## src/hdl/sha256_byte_stream_hasher_macros.svh

```systemverilog
// assertion macros shared by the hasher rtl
`ifndef SHA256_BYTE_STREAM_HASHER_MACROS_SVH
`define SHA256_BYTE_STREAM_HASHER_MACROS_SVH

// clocked check, off while reset is applied
`define SBH_ASSERT(label, prop, msg) \
    label: assert property (@(posedge i_clk) disable iff (!i_rst_n) prop) else $error(msg);

// clocked check that also holds through reset
`define SBH_ASSERT_ALWAYS(label, prop, msg) \
    label: assert property (@(posedge i_clk) prop) else $error(msg);

`endif

```

## src/hdl/sha256_pkg.sv

```systemverilog
// sha-256 round constants, initial hash values and sigma functions
package sha256_pkg;

    localparam int unsigned WordW = 32;

    // padding marker byte and the byte offset where the length field starts
    localparam logic [7:0] PadMark = 8'h80;
    localparam logic [5:0] LenPos  = 6'd56;

    localparam logic [WordW-1:0] RoundK [64] = '{
        32'h428a2f98, 32'h71374491, 32'hb5c0fbcf, 32'he9b5dba5,
        32'h3956c25b, 32'h59f111f1, 32'h923f82a4, 32'hab1c5ed5,
        32'hd807aa98, 32'h12835b01, 32'h243185be, 32'h550c7dc3,
        32'h72be5d74, 32'h80deb1fe, 32'h9bdc06a7, 32'hc19bf174,
        32'he49b69c1, 32'hefbe4786, 32'h0fc19dc6, 32'h240ca1cc,
        32'h2de92c6f, 32'h4a7484aa, 32'h5cb0a9dc, 32'h76f988da,
        32'h983e5152, 32'ha831c66d, 32'hb00327c8, 32'hbf597fc7,
        32'hc6e00bf3, 32'hd5a79147, 32'h06ca6351, 32'h14292967,
        32'h27b70a85, 32'h2e1b2138, 32'h4d2c6dfc, 32'h53380d13,
        32'h650a7354, 32'h766a0abb, 32'h81c2c92e, 32'h92722c85,
        32'ha2bfe8a1, 32'ha81a664b, 32'hc24b8b70, 32'hc76c51a3,
        32'hd192e819, 32'hd6990624, 32'hf40e3585, 32'h106aa070,
        32'h19a4c116, 32'h1e376c08, 32'h2748774c, 32'h34b0bcb5,
        32'h391c0cb3, 32'h4ed8aa4a, 32'h5b9cca4f, 32'h682e6ff3,
        32'h748f82ee, 32'h78a5636f, 32'h84c87814, 32'h8cc70208,
        32'h90befffa, 32'ha4506ceb, 32'hbef9a3f7, 32'hc67178f2
    };

    localparam logic [WordW-1:0] InitHash [8] = '{
        32'h6a09e667, 32'hbb67ae85, 32'h3c6ef372, 32'ha54ff53a,
        32'h510e527f, 32'h9b05688c, 32'h1f83d9ab, 32'h5be0cd19
    };

    function automatic logic [WordW-1:0] big_sigma0(input logic [WordW-1:0] x);
        return {x[1:0], x[31:2]} ^ {x[12:0], x[31:13]} ^ {x[21:0], x[31:22]};
    endfunction

    function automatic logic [WordW-1:0] big_sigma1(input logic [WordW-1:0] x);
        return {x[5:0], x[31:6]} ^ {x[10:0], x[31:11]} ^ {x[24:0], x[31:25]};
    endfunction

    function automatic logic [WordW-1:0] small_sigma0(input logic [WordW-1:0] x);
        return {x[6:0], x[31:7]} ^ {x[17:0], x[31:18]} ^ {3'b000, x[31:3]};
    endfunction

    function automatic logic [WordW-1:0] small_sigma1(input logic [WordW-1:0] x);
        return {x[16:0], x[31:17]} ^ {x[18:0], x[31:19]} ^ {10'd0, x[31:10]};
    endfunction

endpackage

```

## src/hdl/sha256_byte_stream_hasher.sv

```systemverilog
// sha-256 byte stream hasher: byte buffer, schedule window, round engine, digest out
// Message bytes are taken only while idle; each completed 64-byte block stalls the
// input through the window load, the rounds and the chain update. An end item pads
// one byte per cycle through the same byte path (up to 72 bytes), pausing while
// each filled block is compressed; then eight digest words follow, each held until
// the sink accepts it. The single round engine and the chain memory bound block rate.
// Synchronous active-low reset returns to the initial hash values, no result pending.
`include "sha256_byte_stream_hasher_macros.svh"

module sha256_byte_stream_hasher
    import sha256_pkg::*;
(
    input  logic        i_clk,
    input  logic        i_rst_n,
    input  logic        i_valid,
    output logic        o_stall,
    input  logic [7:0]  i_data_byte,
    input  logic        i_byte_present,
    input  logic        i_end_of_message,
    output logic        o_valid,
    input  logic        i_stall,
    output logic [31:0] o_digest_word,
    output logic [2:0]  o_word_index,
    output logic        o_last_word
);

    typedef enum logic [2:0] {
        S_IDLE,
        S_PAD,
        S_LOAD,
        S_ROUND,
        S_FIN,
        S_OUT_RD,
        S_OUT_LD,
        S_OUT_HOLD
    } t_state;

    localparam logic [5:0] LoadEnd  = 6'd16;
    localparam logic [5:0] RoundEnd = 6'd63;
    localparam logic [5:0] FinEnd   = 6'd8;

    t_state      r_state;
    logic [5:0]  r_fill;
    logic [63:0] r_total_bits;
    logic [5:0]  r_cnt;
    logic [3:0]  r_rd_idx;
    logic        r_rd_vld;
    logic        r_chain_init;
    logic        r_pad_mode;
    logic        r_pad_first;
    logic        r_len_ok;
    logic        r_final;
    logic [2:0]  r_oidx;
    logic        r_out_vld;
    logic [31:0] r_out_word;
    logic [2:0]  r_out_idx;
    logic        r_out_last;

    logic [23:0] r_acc;
    logic [31:0] r_w [16];
    logic [31:0] r_v [8];

    // block word memory and chain value memory
    logic [31:0] word_mem  [16];
    logic [31:0] chain_mem [8];
    logic [31:0] r_word_q;
    logic [31:0] r_chain_q;

    logic        in_acc;
    logic        absorb;
    logic [7:0]  abs_byte;
    logic [7:0]  pad_byte;
    logic [63:0] len_shift;
    logic [31:0] chain_rd;
    logic [31:0] chain_sum;
    logic        chain_we;
    logic [2:0]  chain_raddr;
    logic [31:0] w_next;
    logic [31:0] t1;
    logic [31:0] t2;
    logic        out_acc;

    assign o_stall       = (r_state != S_IDLE);
    assign o_valid       = r_out_vld;
    assign o_digest_word = r_out_word;
    assign o_word_index  = r_out_idx;
    assign o_last_word   = r_out_last;

    assign in_acc  = i_valid && !o_stall;
    assign out_acc = r_out_vld && !i_stall;

    // byte source: message byte or generated padding
    assign len_shift = r_total_bits >> {~r_fill[2:0], 3'b000};
    always_comb begin
        if (r_pad_first) begin
            pad_byte = PadMark;
        end else if (r_len_ok && (r_fill >= LenPos)) begin
            pad_byte = len_shift[7:0];
        end else begin
            pad_byte = 8'h00;
        end
    end
    assign absorb   = (in_acc && i_byte_present) || (r_state == S_PAD);
    assign abs_byte = (r_state == S_PAD) ? pad_byte : i_data_byte;

    // chain update read-modify-write
    assign chain_rd    = r_chain_init ? InitHash[r_rd_idx[2:0]] : r_chain_q;
    assign chain_sum   = chain_rd + r_v[r_rd_idx[2:0]];
    assign chain_we    = (r_state == S_FIN) && r_rd_vld;
    assign chain_raddr = (r_state == S_OUT_RD) ? r_oidx : r_cnt[2:0];

    // schedule expansion and round function
    assign w_next = small_sigma1(r_w[14]) + r_w[9] + small_sigma0(r_w[1]) + r_w[0];
    assign t1 = r_v[7] + big_sigma1(r_v[4]) + ((r_v[4] & r_v[5]) ^ (~r_v[4] & r_v[6]))
              + RoundK[r_cnt] + r_w[0];
    assign t2 = big_sigma0(r_v[0])
              + ((r_v[0] & r_v[1]) ^ (r_v[0] & r_v[2]) ^ (r_v[1] & r_v[2]));

    // memories
    always_ff @(posedge i_clk) begin
        if (absorb && (r_fill[1:0] == 2'b11)) begin
            word_mem[r_fill[5:2]] <= {r_acc, abs_byte};
        end
        r_word_q <= word_mem[r_cnt[3:0]];
        if (chain_we) begin
            chain_mem[r_rd_idx[2:0]] <= chain_sum;
        end
        r_chain_q <= chain_mem[chain_raddr];
    end

    // byte packing, schedule window and working variables
    always_ff @(posedge i_clk) begin
        if (absorb) begin
            r_acc <= {r_acc[15:0], abs_byte};
        end
        case (r_state)
            S_LOAD: begin
                if (r_rd_vld) begin
                    for (int i = 0; i < 15; i++) begin
                        r_w[i] <= r_w[i+1];
                    end
                    r_w[15] <= r_word_q;
                    if (!r_rd_idx[3]) begin
                        r_v[r_rd_idx[2:0]] <= chain_rd;
                    end
                end
            end
            S_ROUND: begin
                for (int i = 0; i < 15; i++) begin
                    r_w[i] <= r_w[i+1];
                end
                r_w[15] <= w_next;
                r_v[7] <= r_v[6];
                r_v[6] <= r_v[5];
                r_v[5] <= r_v[4];
                r_v[4] <= r_v[3] + t1;
                r_v[3] <= r_v[2];
                r_v[2] <= r_v[1];
                r_v[1] <= r_v[0];
                r_v[0] <= t1 + t2;
            end
            default: begin
            end
        endcase
    end

    // control state machine and output register
    always_ff @(posedge i_clk) begin
        if (!i_rst_n) begin
            r_state      <= S_IDLE;
            r_fill       <= '0;
            r_total_bits <= '0;
            r_cnt        <= '0;
            r_rd_idx     <= '0;
            r_rd_vld     <= 1'b0;
            r_chain_init <= 1'b1;
            r_pad_mode   <= 1'b0;
            r_pad_first  <= 1'b0;
            r_len_ok     <= 1'b0;
            r_final      <= 1'b0;
            r_oidx       <= '0;
            r_out_vld    <= 1'b0;
            r_out_idx    <= '0;
            r_out_last   <= 1'b0;
        end else begin
            r_rd_vld <= ((r_state == S_LOAD) && (r_cnt < LoadEnd))
                     || ((r_state == S_FIN) && (r_cnt < FinEnd));
            r_rd_idx <= r_cnt[3:0];
            case (r_state)
                S_IDLE: begin
                    if (in_acc) begin
                        if (i_end_of_message) begin
                            r_pad_mode  <= 1'b1;
                            r_pad_first <= 1'b1;
                            r_state     <= S_PAD;
                        end
                        if (i_byte_present) begin
                            r_fill       <= r_fill + 6'd1;
                            r_total_bits <= r_total_bits + 64'd8;
                            if (r_fill == 6'd63) begin
                                r_state <= S_LOAD;
                                r_cnt   <= '0;
                                r_final <= 1'b0;
                            end
                        end
                    end
                end
                S_PAD: begin
                    r_pad_first <= 1'b0;
                    if (r_pad_first) begin
                        r_len_ok <= (r_fill < LenPos);
                    end
                    r_fill <= r_fill + 6'd1;
                    if (r_fill == 6'd63) begin
                        r_state  <= S_LOAD;
                        r_cnt    <= '0;
                        r_final  <= !r_pad_first && r_len_ok;
                        r_len_ok <= 1'b1;
                    end
                end
                S_LOAD: begin
                    if (r_cnt == LoadEnd) begin
                        r_state <= S_ROUND;
                        r_cnt   <= '0;
                    end else begin
                        r_cnt <= r_cnt + 6'd1;
                    end
                end
                S_ROUND: begin
                    if (r_cnt == RoundEnd) begin
                        r_state <= S_FIN;
                        r_cnt   <= '0;
                    end else begin
                        r_cnt <= r_cnt + 6'd1;
                    end
                end
                S_FIN: begin
                    if (r_cnt == FinEnd) begin
                        r_chain_init <= 1'b0;
                        r_cnt        <= '0;
                        if (r_final) begin
                            r_state    <= S_OUT_RD;
                            r_oidx     <= '0;
                            r_pad_mode <= 1'b0;
                        end else if (r_pad_mode) begin
                            r_state <= S_PAD;
                        end else begin
                            r_state <= S_IDLE;
                        end
                    end else begin
                        r_cnt <= r_cnt + 6'd1;
                    end
                end
                S_OUT_RD: begin
                    r_state <= S_OUT_LD;
                end
                S_OUT_LD: begin
                    r_out_word <= r_chain_q;
                    r_out_idx  <= r_oidx;
                    r_out_last <= (r_oidx == 3'd7);
                    r_out_vld  <= 1'b1;
                    r_state    <= S_OUT_HOLD;
                end
                S_OUT_HOLD: begin
                    if (out_acc) begin
                        r_out_vld <= 1'b0;
                        if (r_oidx == 3'd7) begin
                            r_state      <= S_IDLE;
                            r_chain_init <= 1'b1;
                            r_fill       <= '0;
                            r_total_bits <= '0;
                        end else begin
                            r_oidx  <= r_oidx + 3'd1;
                            r_state <= S_OUT_RD;
                        end
                    end
                end
                default: begin
                    r_state <= S_IDLE;
                end
            endcase
        end
    end

    // output valid is high exactly while the digest word is held for the sink
    `SBH_ASSERT(a_out_vld_state, (o_valid == (r_state == S_OUT_HOLD)), "output valid outside digest hold")
    // a digest word never comes from the initial hash values
    `SBH_ASSERT(a_out_from_mem, (o_valid |-> !r_chain_init), "digest read before chain update")
    // the last word closes the message and restarts the chain
    `SBH_ASSERT(a_msg_restart, (out_acc && o_last_word |=> r_chain_init && r_total_bits == 64'd0 && r_fill == 6'd0), "message state not restarted after digest")
    // the round counter hands over to the chain update after the last round
    `SBH_ASSERT(a_round_done, (r_state == S_ROUND && r_cnt == RoundEnd |=> r_state == S_FIN), "round sequence not closed")
    // a full block always starts compression with an empty fill
    `SBH_ASSERT(a_block_fill, (r_state == S_LOAD |-> r_fill == 6'd0), "compression started on a partial block")

endmodule
```

## config.mk

```make
export PLATFORM = sky130hd
export DESIGN_NAME = sha256_byte_stream_hasher
export DESIGN_NICKNAME = d
export VERILOG_FILES = /design/src/hdl/sha256_pkg.sv /design/src/hdl/sha256_byte_stream_hasher.sv
export VERILOG_INCLUDE_DIRS = /design/src /design/src/hdl
export SDC_FILE = /design/constraint.sdc
export NUM_CORES = 2
export LEC_CHECK = 0
export ABC_AREA = 1
export BUFFER_PORTS_ARGS = -buffer_cell sky130_fd_sc_hd__clkbuf_2
export CAP_MARGIN = 20
export CORE_MARGIN = 3
export CORE_UTILIZATION = 51
export CTS_BUF_LIST = sky130_fd_sc_hd__clkbuf_2
export DETAILED_ROUTE_END_ITERATION = 7
export PLACE_DENSITY_LB_ADDON = 0.08
export SYNTH_ARGS = -nofsm -noshare
export SYNTH_HDL_FRONTEND = slang
export SYNTH_SLANG_ARGS = --single-unit
```

## constraint.sdc

```tcl
create_clock -name i_clk -period 41 [get_ports i_clk]
set_clock_uncertainty 0.2 [all_clocks]
set_input_delay 2.05 -clock i_clk [delete_from_list [all_inputs] [get_ports i_clk]]
set_output_delay 2.05 -clock i_clk [all_outputs]
set_load 0.03 [all_outputs]
```

After elaboration in Yosys (flattened, before gate mapping) --
Memories as Yosys holds them, arrays and structs flattened. A register that Yosys moved wholly into a read port is not among the register bits. Index checks and enable logic that the tools add are counted.
Word-level totals: bits in registers 153, RAM bits 1536, memory bits (read-only) 2304, memories 6
Memories:
- (no name shown) | words 64, width 32, read ports 1, clocked after memory_dff 0, write ports 0, RTL line sha256_byte_stream_hasher.sv:115 | + RoundK[r_cnt] + r_w[0];
- r_w | words 16, width 32, read ports 16, clocked after memory_dff 0, write ports 16, RTL line sha256_byte_stream_hasher.sv:60 | logic [31:0] r_w [16];
- word_mem | words 16, width 32, read ports 1, clocked after memory_dff 1, write ports 1, RTL line sha256_byte_stream_hasher.sv:64 | logic [31:0] word_mem [16];
- (no name shown) | words 8, width 32, read ports 1, clocked after memory_dff 0, write ports 0, RTL line sha256_byte_stream_hasher.sv:107 | assign chain_rd = r_chain_init ? InitHash[r_rd_idx[2:0]] : r_chain_q;
- chain_mem | words 8, width 32, read ports 1, clocked after memory_dff 1, write ports 1, RTL line sha256_byte_stream_hasher.sv:65 | logic [31:0] chain_mem [8];
- r_v | words 8, width 32, read ports 9, clocked after memory_dff 1, write ports 8, RTL line sha256_byte_stream_hasher.sv:61 | logic [31:0] r_v [8];
Cells by class: add/sub/neg operators 15, $lt $le $gt $ge 6, equal/unequal tests 25, shifts and indexed selects 1, muxes and demuxes 96, bitwise logic cells 36, reduce and logical (&&, ||, !) cells 37
Operators by type and width (count):
- 32-bit 2-to-1 mux | 22
- 32-bit adder | 11
- 32-bit bitwise XOR | 9
- 64-bit 2-to-1 mux | 4
- 32-bit AND | 5
- 64-bit case mux with 2 select lines | 1
- 64-bit by 4-bit adder with 64-bit output (second input constant) | 1
- 64-bit by 6-bit right shift with 8-bit output | 1
- 6-bit 2-to-1 mux | 10
- 3-bit 2-to-1 mux | 18
- 32-bit inverter | 1
- 32-bit OR reduction | 1
- 32-bit by 22-bit bitwise XOR with 32-bit output | 1
- 32-bit by 29-bit bitwise XOR with 32-bit output | 1
- 6-bit case mux with 5 select lines | 1
- 1-bit 2-to-1 mux | 29
- 5-bit AND reduction | 5
- 8-bit 2-to-1 mux | 3
- 3-bit case mux with 8 select lines | 1
- 2-bit inequality test (second input constant) | 9
- 6-bit case mux with 3 select lines | 1
- 1-bit OR | 16
- 3-bit equality test (second input constant) | 5
- 6-bit by 1-bit adder with 6-bit output (second input constant) | 2
- 30 further kinds | 58

Depth between registers and ports, before layout --
depth in word-level cells 8, gate-level depth with buffers 47, mapped depth without buffers 43

Least setup slack after synthesis --
No wires, ideal clock.
kind flip-flop to flip-flop, start point register r_state[2], end point memory r_w[0][0], enable pin, arrival 9553 ps, path slack 27600 ps, cell stages (with the launch flop) 8, clock period less this slack 13400 ps, path through dfxtp_1 nor2_1 inv_1 nor2_1 inv_1 clkbuf_1 clkbuf_1 nand2_1
RTL lines:
- start: declaration | RTL line sha256_byte_stream_hasher.sv:42 | t_state r_state;
- start signal: assignment | RTL line sha256_byte_stream_hasher.sv:170 | r_state <= S_IDLE;
- start signal: assignment | RTL line sha256_byte_stream_hasher.sv:195 | r_state <= S_PAD;
- start signal: assignment | RTL line sha256_byte_stream_hasher.sv:201 | r_state <= S_LOAD;
- end: declaration | RTL line sha256_byte_stream_hasher.sv:60

==> impl_results.md <==
- Status: completed
- Initial core utilization: 0.515
- Final nets: 8503
- Detailed placement HPWL: 200000 um
- Synth Register Bits: 1750
- First-pass GRT wire length: 418000 um
- Unrepaired setup endpoints after global routing: no
- Clock Tree Root: clkbuf_2
- Crit end category: register
- # DRC: 0
- Worst path buffer plus inverter count: 10
- R2r setup slk: 30640 ps
- Vias: 63600
- Global route overflow: 0
- CP peak stage delay: 670 ps
- Post-route clock period utilization: 0.253
- Setup CP Type: register to register
- Initial antenna violation count: 11
- # IOs: 52
- Post CTS Setup Buffer Count: 0
- Area delta synth->final: 8.12%
- Worst path arrival time: 11800 ps
- Vias/cell: 5.96
- Cell family with most CP delay: adder cells
- Placed cell count: 9846
- Largest net degree at the start of global routing: 172
- WP depth: 41
- Post-Syn Nets: 8244
- Most frequent cells in the layout: 1592 x edfxtp_1, 1124 x nand2_1, 814 x o21ai_0, 808 x inv_1, 782 x nor2_1
- Die Width: 415 um
- Gate Count Post-Synth: 7852
- Setup TNS: 0 ps
- R2R depth: 41
- Register area share after synthesis: 0.598
- Worst r2r src: r_cnt[2]
- Clk buf depth: 4
- Asr flop ratio synth: 0
- Worst hold stages: 0
- Total CTS buffers: 450
- Final Hold Viols: 0
- Drt total wl: 289000 um
- Post-Syn Area: 85300 um2
- Critical Path Start: r_cnt[2]
- Non-Filler Instances: 10700
- CTS Hold Buffers Added: 0
- Clk_lat worst skew: 1950 ps
- CP endpoint: r_v[0][27]
- Drt wl/cell: 27.1 um
- Resize count post-CTS: 0
- Die H: 415 um
- Worst path most repeated cell: nand2_1
- Tightest Pin Transition: 1300 ps
- Startpoint types: register
- Main synth FF type: edfxtp_1
- Post-synth EDFFs: 1592
- Clk sinks: 1750
- Antenna-violating nets left: 0
- Mean Syn Cell Area: 10.9 um2
- CP max-delay cell: buf_4
- Crit path max fanout: 60
- Die area: 172000 um2
- Core area: 166000 um2
- # port buffers: 51
- Req. time, crit path: 42440 ps
- Final Setup Violations: 0
- Final min period: 10360 ps
- # H-tree levels: 5
- Floorplan row count: 149
- TritonCTS clock tree: done
- R2R Path End: r_v[0][27]
- Layout cells sized above 1: 0.114
- Tot GR Track Use: 0.331
- Initial drt markers: 7933
- Fmax: 0.0965 GHz
- Max-Cap Viols: 0
- Pre-antenna DRT Iters: 6
- GPL Wtd Cong: 1.00
- Synth warnings: 0
- Commonest non-fill, non-tap cell in the layout: edfxtp_1
- Yosys cell types: 73
- Final Slew Violations: 0
- Reg clk slew, reported paths: 140 ps
- Worst Hold Class: register to register
- Slew headroom: 0.136
- Vias in the first global route: 60700
[metrics by stage]
stage          setup WS [ps]  hold slack [ps]   util  area (um2)
2_1_floorplan          27600              200      -       85300
3_3_place_gp           30840              200  0.532       88000
3_5_place_dp           30810              205  0.532       88100
4_1_cts                30690             35.3  0.557       92100
5_1_grt                30230             27.5  0.557       92200
6_report               30640              106  0.557       92200
[synth_stat cells, types with 6 or more instances]
master     count  area (um2)
o211ai_1      25         188
inv_2          9        33.8
a22o_1        51         447
a22oi_1      113         848
nor4_1        21         131
a31oi_1       86         538
mux2i_1       18         180
nand2_1     1125        4220
o21bai_1      23         173
o21ai_0      819        4100
a221o_1        6        60.1
or2_2         19         119
a221oi_1      60         526
a21o_1        18         135
o221ai_1      18         158
o31ai_1       25         188
nand4_1       61         382
o22ai_1       39         244
nor2_1       807        3030
nor3_1        92         460
o21ai_1       11        55.1
a211oi_1      22         165
o32ai_1       24         210
a21oi_1      413        2070
dfxtp_1      158        3160
buf_2         25         125
nand3_1      165         826
o2111ai_1     19         166
clkinv_1       6        22.5
fa_1         188        3760
edfxtp_1    1592       47800
a21boi_0       8        60.1
inv_1        819        3070
xor2_1       208        1820
ha_1         190        2380
xnor2_1      153        1340
clkbuf_1     288        1080
buf_1         28         105
a32o_1         7        70.1
nand3b_1      10        75.1
o21a_1        11        82.6
a2111oi_0      9        78.8
o311ai_0       6        52.6
[layer usage]
layer  track usage  part of all wire  vias to the layer above
li1              -                 -                    28300
met3        0.0628             0.094                      656
met2         0.486              0.43                     3473
met5       0.00667           0.00060                        -
met1         0.484              0.43                    31200
met4         0.136             0.044                        4
[worst min path at each step]
stage	startpoint	to	slack, ps
2_1_floorplan	r_w[0][132]	r_w[0][100]	200
3_5_place_dp	r_w[0][141]	r_w[0][109]	200
5_1_grt	r_w[1][170]	r_w[1][138]	30
6_report	r_w[1][108]	r_w[1][76]	110
3_3_place_gp	r_w[1][22]	r_w[0][246]	200
4_1_cts	i_end_of_message	r_pad_first	40
[kinds of logic after synthesis]
logic type / count (synthesis) / share of synthesized area
buffers and inverters: 1178 / 0.0524
AND/OR/NAND/NOR: 2325 / 0.111
adder cells (fa/ha/maj): 379 / 0.0721
AO/OA/AOI/OAI: 1841 / 0.128
XOR/XNOR: 361 / 0.0371
flip-flops: 1750 / 0.598
multiplexers: 18 / 0.00211
[cell type report]
| class | count | area [um2] |
|---|---|---|
| Tap cell | 2189 | 2740 |
| Antenna cell | 13 | 32.5 |
| Inverter | 834 | 3140 |
| Fill cell | 14600 | 73400 |
| Clock buffer | 668 | 3340 |
| Timing Repair Buffer | 151 | 1020 |
| Multi-Input combinational cell | 4924 | 30200 |
| Clock inverter | 140 | 746 |
| Sequential cell | 1750 | 51000 |
[flip-flops by register name, indices dropped and copies added, names as in the netlist, 3 cells and up]
signal         flops
r_rd_idx           4
r_acc             24
r_fill             6
word_mem         512
chain_mem        256
o_word_index       3
o_digest_word     32
r_oidx             3
r_state            3
r_total_bits      61
r_w              512
r_word_q          32
r_chain_q         32
r_cnt              6
r_v              256
Power is not shown: default switching activity piles up to over one toggle a cycle in this logic, so the estimate is an artifact.
